**config.mk**
```make
export PLATFORM = sky130hd
export DESIGN_NAME = four_way_plru_cache_tag_store_flat
export DESIGN_NICKNAME = d
export VERILOG_FILES = /design/src/design/plru_ts_pkg.sv /design/src/design/plru_ts_req_if.sv /design/src/design/plru_ts_res_if.sv /design/src/design/plru_ts_ram.sv /design/src/design/plru_ts_index.sv /design/src/design/four_way_plru_cache_tag_store.sv /design/src/flat_wrapper.sv
export SDC_FILE = /design/constraint.sdc
export NUM_CORES = 2
export LEC_CHECK = 0
export BUFFER_PORTS_ARGS = -buffer_cell sky130_fd_sc_hd__buf_2
export CORE_ASPECT_RATIO = 0.6
export CORE_MARGIN = 1.5
export CORE_UTILIZATION = 25
export CTS_CLUSTER_DIAMETER = 60
export DETAILED_ROUTE_END_ITERATION = 10
export MAX_ROUTING_LAYER = met4
export PLACE_DENSITY = 0.48
export SETUP_SLACK_MARGIN = 0.1
export SYNTH_ARGS = -nofsm -noshare
export SYNTH_HDL_FRONTEND = slang
export SYNTH_SLANG_ARGS = --single-unit
```
**constraint.sdc**
```tcl
create_clock -name i_clk -period 27 [get_ports i_clk]
set_clock_uncertainty 0.15 [all_clocks]
set_input_delay 5.4 -clock i_clk [delete_from_list [all_inputs] [get_ports i_clk]]
set_output_delay 5.4 -clock i_clk [all_outputs]
set_load 0.005 [all_outputs]
```
**src/design/plru_ts_pkg.sv**
```systemverilog
`default_nettype none

package plru_ts_pkg;

    localparam int ADDR_W     = 30;
    localparam int LINE_OFF_W = 3;
    localparam int BLOCK_W    = ADDR_W - LINE_OFF_W;
    localparam int NUM_WAYS   = 4;
    localparam int WAY_W      = 2;
    localparam int PLRU_W     = 3;
    localparam int COUNT_W    = 32;

    // reciprocal multiply for the set index, split in two partial products
    localparam int RECIP_W = BLOCK_W + 1;
    localparam int LO_W    = 14;
    localparam int HI_W    = BLOCK_W - LO_W;
    localparam int PROD_W  = BLOCK_W + RECIP_W;

    typedef logic [ADDR_W-1:0]  t_word_addr;
    typedef logic [BLOCK_W-1:0] t_block;
    typedef logic [WAY_W-1:0]   t_way;
    typedef logic [PLRU_W-1:0]  t_plru;
    typedef logic [COUNT_W-1:0] t_count;

    localparam logic REQ_READ  = 1'b0;
    localparam logic REQ_WRITE = 1'b1;

    // victim way when the whole set is valid, indexed by the tree state
    localparam t_way VICTIM_OF_STATE [8] = '{
        2'd0, 2'd0, 2'd1, 2'd1, 2'd2, 2'd3, 2'd2, 2'd3
    };

    function automatic t_plru plru_next(input t_plru st, input t_way way);
        t_plru res;
        unique case (way)
            2'd0:    res = {2'b11, st[0]};
            2'd1:    res = {2'b10, st[0]};
            2'd2:    res = {1'b0, st[1], 1'b1};
            default: res = {1'b0, st[1], 1'b0};
        endcase
        return res;
    endfunction

endpackage

`default_nettype wire

```
**src/design/plru_ts_req_if.sv**
```systemverilog
`default_nettype none

interface plru_ts_req_if import plru_ts_pkg::*; ();
    logic       valid;
    logic       ready;
    logic       req_type;
    t_word_addr word_address;

    modport source (output valid, req_type, word_address, input ready);
    modport sink (input valid, req_type, word_address, output ready);
endinterface

`default_nettype wire

```
**src/design/plru_ts_res_if.sv**
```systemverilog
`default_nettype none

interface plru_ts_res_if import plru_ts_pkg::*; ();
    logic   valid;
    logic   ready;
    logic   hit;
    t_way   way_used;
    logic   write_back;
    t_count hit_count;
    t_count miss_count;
    t_count writeback_count;

    modport source (
        output valid, hit, way_used, write_back, hit_count, miss_count, writeback_count,
        input  ready
    );
    modport sink (
        input  valid, hit, way_used, write_back, hit_count, miss_count, writeback_count,
        output ready
    );
endinterface

`default_nettype wire

```
**src/design/plru_ts_ram.sv**
```systemverilog
`default_nettype none

module plru_ts_ram #(
    parameter int WIDTH = 8,
    parameter int DEPTH = 32,
    localparam int AddrW = $clog2(DEPTH)
) (
    input  wire logic             i_clk,
    input  wire logic             i_we,
    input  wire logic [AddrW-1:0] i_waddr,
    input  wire logic [WIDTH-1:0] i_wdata,
    input  wire logic             i_re,
    input  wire logic [AddrW-1:0] i_raddr,
    output logic      [WIDTH-1:0] o_rdata
);

    logic [WIDTH-1:0] r_mem [DEPTH];
    logic [WIDTH-1:0] r_rdata;

    always_ff @(posedge i_clk) begin
        if (i_we) begin
            r_mem[i_waddr] <= i_wdata;
        end
        if (i_re) begin
            r_rdata <= r_mem[i_raddr];
        end
    end

    assign o_rdata = r_rdata;

endmodule

`default_nettype wire

```
**src/design/plru_ts_index.sv**
```systemverilog
`default_nettype none

module plru_ts_index import plru_ts_pkg::*; #(
    parameter int NUM_SETS = 32,
    localparam int SetW = $clog2(NUM_SETS),
    localparam int TagW = $clog2(((1 << BLOCK_W) - 1) / NUM_SETS + 1)
) (
    input  wire logic            i_clk,
    input  wire logic            i_rst_n,
    input  wire logic            i_valid,
    output logic                 o_ready,
    input  wire logic            i_req_type,
    input  wire t_block          i_block,
    output logic                 o_valid,
    input  wire logic            i_ready,
    output logic                 o_req_type,
    output logic [SetW-1:0]      o_set,
    output logic [TagW-1:0]      o_tag
);

    // q = floor(block / NUM_SETS) exactly, by a rounded-up reciprocal
    localparam int RecipShift = BLOCK_W + SetW;
    localparam longint unsigned RecipFull =
        ((64'd1 << RecipShift) + 64'(NUM_SETS) - 64'd1) / 64'(NUM_SETS);
    localparam logic [RECIP_W-1:0] Recip  = RECIP_W'(RecipFull);
    localparam t_block             NsetsB = BLOCK_W'(NUM_SETS);

    logic                       r_v1, r_v2, r_v3;
    logic                       r_t1, r_t2, r_t3;
    t_block                     r_b1, r_b2, r_b3;
    logic [LO_W+RECIP_W-1:0]    r_pp_lo;
    logic [HI_W+RECIP_W-1:0]    r_pp_hi;
    logic [TagW-1:0]            r_q2, r_q3;
    t_block                     r_qn3;

    logic [LO_W+RECIP_W-1:0]    n_pp_lo;
    logic [HI_W+RECIP_W-1:0]    n_pp_hi;
    logic [PROD_W-1:0]          prod;
    logic [TagW-1:0]            n_q;
    t_block                     n_qn;
    t_block                     rem;
    logic                       rdy1, rdy2, rdy3;

    assign rdy3    = !r_v3 || i_ready;
    assign rdy2    = !r_v2 || rdy3;
    assign rdy1    = !r_v1 || rdy2;
    assign o_ready = rdy1;

    assign n_pp_lo = i_block[LO_W-1:0] * Recip;
    assign n_pp_hi = i_block[BLOCK_W-1:LO_W] * Recip;
    assign prod    = {r_pp_hi, {LO_W{1'b0}}} + PROD_W'(r_pp_lo);
    assign n_q     = TagW'(prod >> RecipShift);
    assign n_qn    = {{(BLOCK_W-TagW){1'b0}}, r_q2} * NsetsB;
    assign rem     = r_b3 - r_qn3;

    always_ff @(posedge i_clk) begin
        if (!i_rst_n) begin
            r_v1 <= 1'b0;
            r_v2 <= 1'b0;
            r_v3 <= 1'b0;
        end else begin
            if (rdy1) begin
                r_v1 <= i_valid;
            end
            if (rdy2) begin
                r_v2 <= r_v1;
            end
            if (rdy3) begin
                r_v3 <= r_v2;
            end
        end
        if (rdy1 && i_valid) begin
            r_pp_lo <= n_pp_lo;
            r_pp_hi <= n_pp_hi;
            r_b1    <= i_block;
            r_t1    <= i_req_type;
        end
        if (rdy2 && r_v1) begin
            r_q2 <= n_q;
            r_b2 <= r_b1;
            r_t2 <= r_t1;
        end
        if (rdy3 && r_v2) begin
            r_q3  <= r_q2;
            r_qn3 <= n_qn;
            r_b3  <= r_b2;
            r_t3  <= r_t2;
        end
    end

    assign o_valid    = r_v3;
    assign o_req_type = r_t3;
    assign o_set      = rem[SetW-1:0];
    assign o_tag      = r_q3;

endmodule

`default_nettype wire

```
**src/design/four_way_plru_cache_tag_store.sv**
```systemverilog
`default_nettype none

// Tag, state and tree pseudo-LRU store of a 4-way set-associative write-back cache
// with 8-word lines. One access (read or write at a word address) is accepted per
// cycle while the result side does not stall and the RAM clear is done, and each gives
// one result: hit, way used, write-back flag and the running hit, miss and write-back
// counts. Three stages work out set index and tag by reciprocal multiplication (so
// NUM_SETS need not be a power of two), one stage reads the set's row from the RAM,
// compares the four ways and writes the row back, and the last is the result
// register. A back-to-back access to the same set is served from a bypass of the row
// just written. After reset the block clears every row of the set RAM in turn, and
// accepts no access until that is done.
module four_way_plru_cache_tag_store import plru_ts_pkg::*; #(
    parameter int NUM_SETS = 32
) (
    input  wire logic      i_clk,
    input  wire logic      i_rst_n,
    plru_ts_req_if.sink    i_req,
    plru_ts_res_if.source  o_res
);

    localparam int SetW = $clog2(NUM_SETS);
    localparam int TagW = $clog2(((1 << BLOCK_W) - 1) / NUM_SETS + 1);
    // row: {plru, dirty[3:0], valid[3:0], tag3, tag2, tag1, tag0}
    localparam int TagsW  = NUM_WAYS * TagW;
    localparam int RowW   = PLRU_W + 2 * NUM_WAYS + TagsW;
    localparam logic [SetW-1:0] LastSet = SetW'(NUM_SETS - 1);

    logic                idx_ready;
    logic                idx_valid;
    logic                idx_type;
    logic [SetW-1:0]     idx_set;
    logic [TagW-1:0]     idx_tag;

    logic                r_clr_busy;
    logic [SetW-1:0]     r_clr_idx;

    logic                r_l_valid;
    logic                r_l_type;
    logic [SetW-1:0]     r_l_set;
    logic [TagW-1:0]     r_l_tag;
    logic                r_fwd_use;
    logic [RowW-1:0]     r_fwd_row;

    logic                r_o_valid;
    logic                r_o_hit;
    t_way                r_o_way;
    logic                r_o_wb;
    t_count              r_hits;
    t_count              r_misses;
    t_count              r_wbs;

    logic [RowW-1:0]     ram_rdata;
    logic [RowW-1:0]     row;
    logic [RowW-1:0]     n_row;
    logic                ram_we;
    logic [SetW-1:0]     ram_waddr;
    logic [RowW-1:0]     ram_wdata;

    logic                l_adv;
    logic                l_take;
    logic                l_load;
    logic                l_write;

    logic                lk_hit;
    t_way                lk_way;
    logic                lk_wb;

    assign l_adv   = !r_o_valid || o_res.ready;
    assign l_take  = !r_l_valid || l_adv;
    assign l_load  = idx_valid && l_take;
    assign l_write = r_l_valid && l_adv;

    plru_ts_index #(
        .NUM_SETS (NUM_SETS)
    ) u_index (
        .i_clk      (i_clk),
        .i_rst_n    (i_rst_n),
        .i_valid    (i_req.valid && !r_clr_busy),
        .o_ready    (idx_ready),
        .i_req_type (i_req.req_type),
        .i_block    (i_req.word_address[ADDR_W-1:LINE_OFF_W]),
        .o_valid    (idx_valid),
        .i_ready    (l_take),
        .o_req_type (idx_type),
        .o_set      (idx_set),
        .o_tag      (idx_tag)
    );

    assign i_req.ready = idx_ready && !r_clr_busy;

    assign ram_we    = r_clr_busy || l_write;
    assign ram_waddr = r_clr_busy ? r_clr_idx : r_l_set;
    assign ram_wdata = r_clr_busy ? '0 : n_row;

    plru_ts_ram #(
        .WIDTH (RowW),
        .DEPTH (NUM_SETS)
    ) u_sets (
        .i_clk   (i_clk),
        .i_we    (ram_we),
        .i_waddr (ram_waddr),
        .i_wdata (ram_wdata),
        .i_re    (l_load),
        .i_raddr (idx_set),
        .o_rdata (ram_rdata)
    );

    assign row = r_fwd_use ? r_fwd_row : ram_rdata;

    always_comb begin
        logic [NUM_WAYS-1:0] valid;
        logic [NUM_WAYS-1:0] dirty;
        logic [NUM_WAYS-1:0] match;
        logic [TagsW-1:0]    tags;
        t_plru               st;
        t_way                hit_way;
        t_way                free_way;
        logic                any_free;

        tags  = row[TagsW-1:0];
        valid = row[TagsW +: NUM_WAYS];
        dirty = row[TagsW+NUM_WAYS +: NUM_WAYS];
        st    = row[RowW-1 -: PLRU_W];

        for (int w = 0; w < NUM_WAYS; w++) begin
            match[w] = valid[w] && (tags[w*TagW +: TagW] == r_l_tag);
        end

        hit_way = 2'd0;
        for (int w = NUM_WAYS - 1; w >= 0; w--) begin
            if (match[w]) begin
                hit_way = WAY_W'(w);
            end
        end
        free_way = 2'd0;
        any_free = 1'b0;
        for (int w = NUM_WAYS - 1; w >= 0; w--) begin
            if (!valid[w]) begin
                free_way = WAY_W'(w);
                any_free = 1'b1;
            end
        end

        lk_hit = |match;
        priority if (lk_hit) begin
            lk_way = hit_way;
        end else if (any_free) begin
            lk_way = free_way;
        end else begin
            lk_way = VICTIM_OF_STATE[st];
        end
        lk_wb = !lk_hit && valid[lk_way] && dirty[lk_way];

        // fill on miss: valid, clean, new tag
        if (!lk_hit) begin
            valid[lk_way]                = 1'b1;
            dirty[lk_way]                = 1'b0;
            tags[lk_way*TagW +: TagW]    = r_l_tag;
        end
        if (r_l_type == REQ_WRITE) begin
            dirty[lk_way] = 1'b1;
        end
        n_row = {plru_next(st, lk_way), dirty, valid, tags};
    end

    always_ff @(posedge i_clk) begin
        if (!i_rst_n) begin
            r_clr_busy <= 1'b1;
            r_clr_idx  <= '0;
            r_l_valid  <= 1'b0;
            r_fwd_use  <= 1'b0;
            r_o_valid  <= 1'b0;
            r_hits     <= '0;
            r_misses   <= '0;
            r_wbs      <= '0;
        end else begin
            if (r_clr_busy) begin
                r_clr_idx <= r_clr_idx + 1'b1;
                if (r_clr_idx == LastSet) begin
                    r_clr_busy <= 1'b0;
                end
            end
            if (l_take) begin
                r_l_valid <= idx_valid;
            end
            // same set written at the edge its read is taken: bypass the ram
            if (l_load) begin
                r_fwd_use <= l_write && (idx_set == r_l_set);
            end
            if (l_adv) begin
                r_o_valid <= r_l_valid;
            end
            if (l_write) begin
                if (lk_hit) begin
                    r_hits <= r_hits + 1'b1;
                end else begin
                    r_misses <= r_misses + 1'b1;
                end
                if (lk_wb) begin
                    r_wbs <= r_wbs + 1'b1;
                end
            end
        end
        if (l_load) begin
            r_l_type <= idx_type;
            r_l_set  <= idx_set;
            r_l_tag  <= idx_tag;
        end
        if (l_write) begin
            r_fwd_row <= n_row;
            r_o_hit   <= lk_hit;
            r_o_way   <= lk_way;
            r_o_wb    <= lk_wb;
        end
    end

    assign o_res.valid           = r_o_valid;
    assign o_res.hit             = r_o_hit;
    assign o_res.way_used        = r_o_way;
    assign o_res.write_back      = r_o_wb;
    assign o_res.hit_count       = r_hits;
    assign o_res.miss_count      = r_misses;
    assign o_res.writeback_count = r_wbs;

endmodule

`default_nettype wire

```
**src/flat_wrapper.sv**
```systemverilog
// flat-port wrapper written by rule: the top's interface ports become plain ports
module four_way_plru_cache_tag_store_flat import plru_ts_pkg::*;
#(
    parameter int NUM_SETS = 32
)
  (i_clk, i_rst_n, i_req_valid, i_req_req_type, i_req_word_address, i_req_ready, o_res_valid, o_res_hit, o_res_way_used, o_res_write_back, o_res_hit_count, o_res_miss_count, o_res_writeback_count, o_res_ready);
  plru_ts_req_if i_req_i ();
  plru_ts_res_if o_res_i ();
  input  wire logic i_clk;
  input  wire logic i_rst_n;
  input wire logic [$bits(i_req_i.valid)-1:0] i_req_valid;
  input wire logic [$bits(i_req_i.req_type)-1:0] i_req_req_type;
  input wire logic [$bits(i_req_i.word_address)-1:0] i_req_word_address;
  output wire logic [$bits(i_req_i.ready)-1:0] i_req_ready;
  output wire logic [$bits(o_res_i.valid)-1:0] o_res_valid;
  output wire logic [$bits(o_res_i.hit)-1:0] o_res_hit;
  output wire logic [$bits(o_res_i.way_used)-1:0] o_res_way_used;
  output wire logic [$bits(o_res_i.write_back)-1:0] o_res_write_back;
  output wire logic [$bits(o_res_i.hit_count)-1:0] o_res_hit_count;
  output wire logic [$bits(o_res_i.miss_count)-1:0] o_res_miss_count;
  output wire logic [$bits(o_res_i.writeback_count)-1:0] o_res_writeback_count;
  input wire logic [$bits(o_res_i.ready)-1:0] o_res_ready;
  assign i_req_i.valid = i_req_valid;
  assign i_req_i.req_type = i_req_req_type;
  assign i_req_i.word_address = i_req_word_address;
  assign i_req_ready = i_req_i.ready;
  assign o_res_valid = o_res_i.valid;
  assign o_res_hit = o_res_i.hit;
  assign o_res_way_used = o_res_i.way_used;
  assign o_res_write_back = o_res_i.write_back;
  assign o_res_hit_count = o_res_i.hit_count;
  assign o_res_miss_count = o_res_i.miss_count;
  assign o_res_writeback_count = o_res_i.writeback_count;
  assign o_res_i.ready = o_res_ready;
  four_way_plru_cache_tag_store #(.NUM_SETS(NUM_SETS)) u_core (.i_clk(i_clk), .i_rst_n(i_rst_n), .i_req(i_req_i), .o_res(o_res_i));
endmodule
```
==> impl_results.md <==
- Run status: finished, final reports clean
- Worst path buffer plus inverter count: 2
- Leakage power: 45.7 nW
- CP max stage delay: roughly 0.3 ns
- Fin cells: between 10000 and 15000
- Min Tclk post-route: roughly 12 ns
- Setup violators final: 0
- Dpl cells: between 10000 and 15000
- Main flop type after synthesis: edfxtp_1
- Worst-case reg-to-reg path depth: 20
- Sequential area share after synthesis: 0.765
- Sw Ratio: 0.205
- Levels on crit path: 6
- M2 GR Usage: 0.206
- Clk_lat worst skew: 0.93 ns
- Hold path depth: 0
- Area delta synth->final: 15.2%
- Routability cong.: 0.887
- Wire length per cell: approximately 30 microns
- CP max FO: 5
- Final hold vios: 0
- Number of flops mapped to enable cells by yosys: ~3500
- Fillers: 54000
- Met3 Use GR: 0.0208
- Die X-Extent: 968 microns
- Peak VDD IR: 46.3 uV
- Row Count: 212
- CTS tree: built
- Io pins: 137
- Drt pass-1 iters: 6
- Syn Inst Count: 6235
- Antenna viol nets, final: 0
- Vias in the first global route: slightly below 70000
- GRT Util Overall: 0.148
- Max-slew violations: 0
- Max cap viols: 0
- Initial core utilization: 0.251
- Async SR Flop Fraction: 0
- Initial antenna violation count: 31
- First-pass GRT wire length: 574000 microns
- Grt met1 use: 0.232
- CP Cell Sequence: buf_2, nor2b_1, and3_1, and2_1, a21oi_1, buf_2
- Largest net degree at the start of global routing: ~130
- Post-Syn Area: 140000 sq um
- CTS clk-pin slew, worst paths: 0.07 ns
- FF+latch count, synth: around 3600
- CP max-delay cell: nor2b_1
- Initial drt markers: around 9400
- RSZ-0062 raised after global routing: false
- Switching power: 2.22 mW
- CTS HTree Levels: 5
- CTS Root Cell: clkbuf_16
- CP endpoint kind: output port
- Setup_tns: 0 ns
- Worst slew margin: 0.0145
- Gate power share: 0.011
- Crit-path most repeated cell: buf_2
- Synth warnings: 0
- DRC viols: 0
- Least-Margin Pin Slew: 1.48 ns
- Pwr Density: 67.5 nW/um^2
- Critical Path RT: 21.45 ns
- Final Cycle Share: 0.453
- Final WL: 418000 microns
- Dpl hpwl: ~220000 microns
- Clk pwr share: 0.428
- Die Y: approximately 580 microns
- Yosys cell types: 75
- Layout Nets: 6614
- WS Path Type: in2out
- Post-CTS Setup Bufs: 0
- Worst EP arrival: 6.67 ns
- Post-CTS sizing: 0
- Vias: 68700
- Via/cell ratio: 4.84
- Layout cells sized above 1: 0.292
- Sequential Power Share: 0.562
- Most frequent cells in the layout: edfxtp_1 (3482), mux4_2 (997), clkbuf_16 (331)
- # port buffers: 133
- P_int: 8.63 mW
- Peak-usage layer in the global routing report: met1
- Max Fclk: 81.8 MHz
- Syn nets: roughly 6300
- Overflow after GRT: 0
- Core region area: 556000 sq um
- Worst min path class: reg2reg
- CTS Hold Buffers Added: 0
- Clock sink count: 3590
- Die Area: 563000 sq um
- Longest Clk Path Bufs: 4
- Cts bufs inserted: 323
- Critical path's top delay family: simple AND/OR/NAND/NOR gates
- Post-Syn Area per Cell: approximately 22 sq um
- Most common cell after layout, fill and taps aside: edfxtp_1
- Startpoint Class: input port
==> Yosys cell counts, drive strengths merged (15+ instances only) <==
library cell,instances,area share
mux4,997,0.16
o22ai,66,0.0030
inv,28,0.00077
mux2,113,0.0091
mux2i,124,0.0091
nor2,160,0.0043
nand2,128,0.0034
nor3,21,0.00082
nand2b,21,0.00094
and3,31,0.0014
dfxtp,108,0.015
buf,107,0.0035
xnor2,104,0.0065
xor2,49,0.0031
nand4,26,0.0012
nand3,57,0.0020
clkbuf,221,0.0059
o21ai,53,0.0019
a21oi,48,0.0017
and2,81,0.0036
or3,15,0.00067
edfxtp,3482,0.75
nor4,34,0.0017
==> per-layer routing <==
layer / wire, microns / vias up
met5: 0 / -
met4: 7650 / 0
met3: 29100 / 472
met2: 178000 / 2814
met1: 203000 / 38400
li1: - / 27000
==> registers in the layout, indices dropped and copies added, names as in the netlist, 2 cells and up <==
name                          flops
u_core.u_index.r_pp_hi           13
u_core.o_res.way_used             2
u_core.u_sets.r_mem            3168
u_core.u_index.r_q2              22
u_core.r_clr_idx                  5
u_core.u_index.r_b2               5
u_core.r_l_set                    5
u_core.u_index.r_pp_lo           10
u_core.o_res.writeback_count     32
u_core.r_fwd_row                 99
u_core.u_sets.o_rdata            99
u_core.o_res.hit_count           32
u_core.o_res.miss_count          32
u_core.u_index.r_b1               4
u_core.u_index.r_b3               5
u_core.u_index.o_tag             22
u_core.r_l_tag                   22
==> through the flow <==
step | hold WS (ns) | area, sq um | setup WS, ns | utilization | power, mW
floorplan | 0.250 | 140000 | 14.37 | - | 6.27
global placement | 0.255 | 150000 | 14.87 | 0.270 | 6.33
detailed placement | 0.255 | 150000 | 14.75 | 0.271 | 6.33
CTS | 0.265 | 161000 | 14.74 | 0.289 | 11.0
global route | 0.267 | 161000 | 14.67 | 0.289 | 11.2
finish | 0.263 | 161000 | 14.78 | 0.289 | 10.8
==> path summary, 6_finish.rpt <==
path | slack (ns) | startpoint | end
max reg2reg | 16.75 | u_core.r_fwd_use$_SDFFE_PN0P_ | u_core.u_sets.r_mem[9][27]$_DFFE_PP_
min reg2reg | 0.26 | u_core.u_index.o_tag[1]$_DFFE_PP_ | u_core.r_l_tag[1]$_DFFE_PP_
min | 0.26 | u_core.u_index.o_tag[1]$_DFFE_PP_ | u_core.r_l_tag[1]$_DFFE_PP_
max | 14.78 | o_res_ready | i_req_ready
==> logic make-up after synthesis <==
| logic type | after synthesis | synth area share |
|---|---|---|
| xor gates and xnor gates | 153 | 0.00960 |
| adders and majority gates | 14 | 0.00126 |
| buffers and inverters | 358 | 0.0102 |
| muxes | 1234 | 0.179 |
| AOI/OAI and AO/OA | 267 | 0.0125 |
| and+or+nand+nor | 619 | 0.0227 |
| DFF | 3590 | 0.765 |
==> final cells by class <==
type                       count  area [sq um]  area share
tap                         7383          9240      0.0575
sequential                  3590        107000       0.664
timing repair buffer         333          2420      0.0151
antenna                       14          35.0    0.000218
clock inverter               177          1670      0.0104
multi-input combinational   2287         31900       0.199
inverter                      30           128    0.000794
clock buffer                 400          8580      0.0534
==> power by group through the flow <==
stage / Combinational [mW] / Sequential [mW] / Clock (mW)
3_3_place_gp: 0.118 / 6.21 / 0
6_report: 0.116 / 6.09 / 4.64
4_1_cts: 0.119 / 6.09 / 4.74
3_5_place_dp: 0.119 / 6.21 / 0
2_1_floorplan: 0.0510 / 6.22 / 0
5_1_grt: 0.121 / 6.09 / 4.95
(Power assumes the default switching activity.)
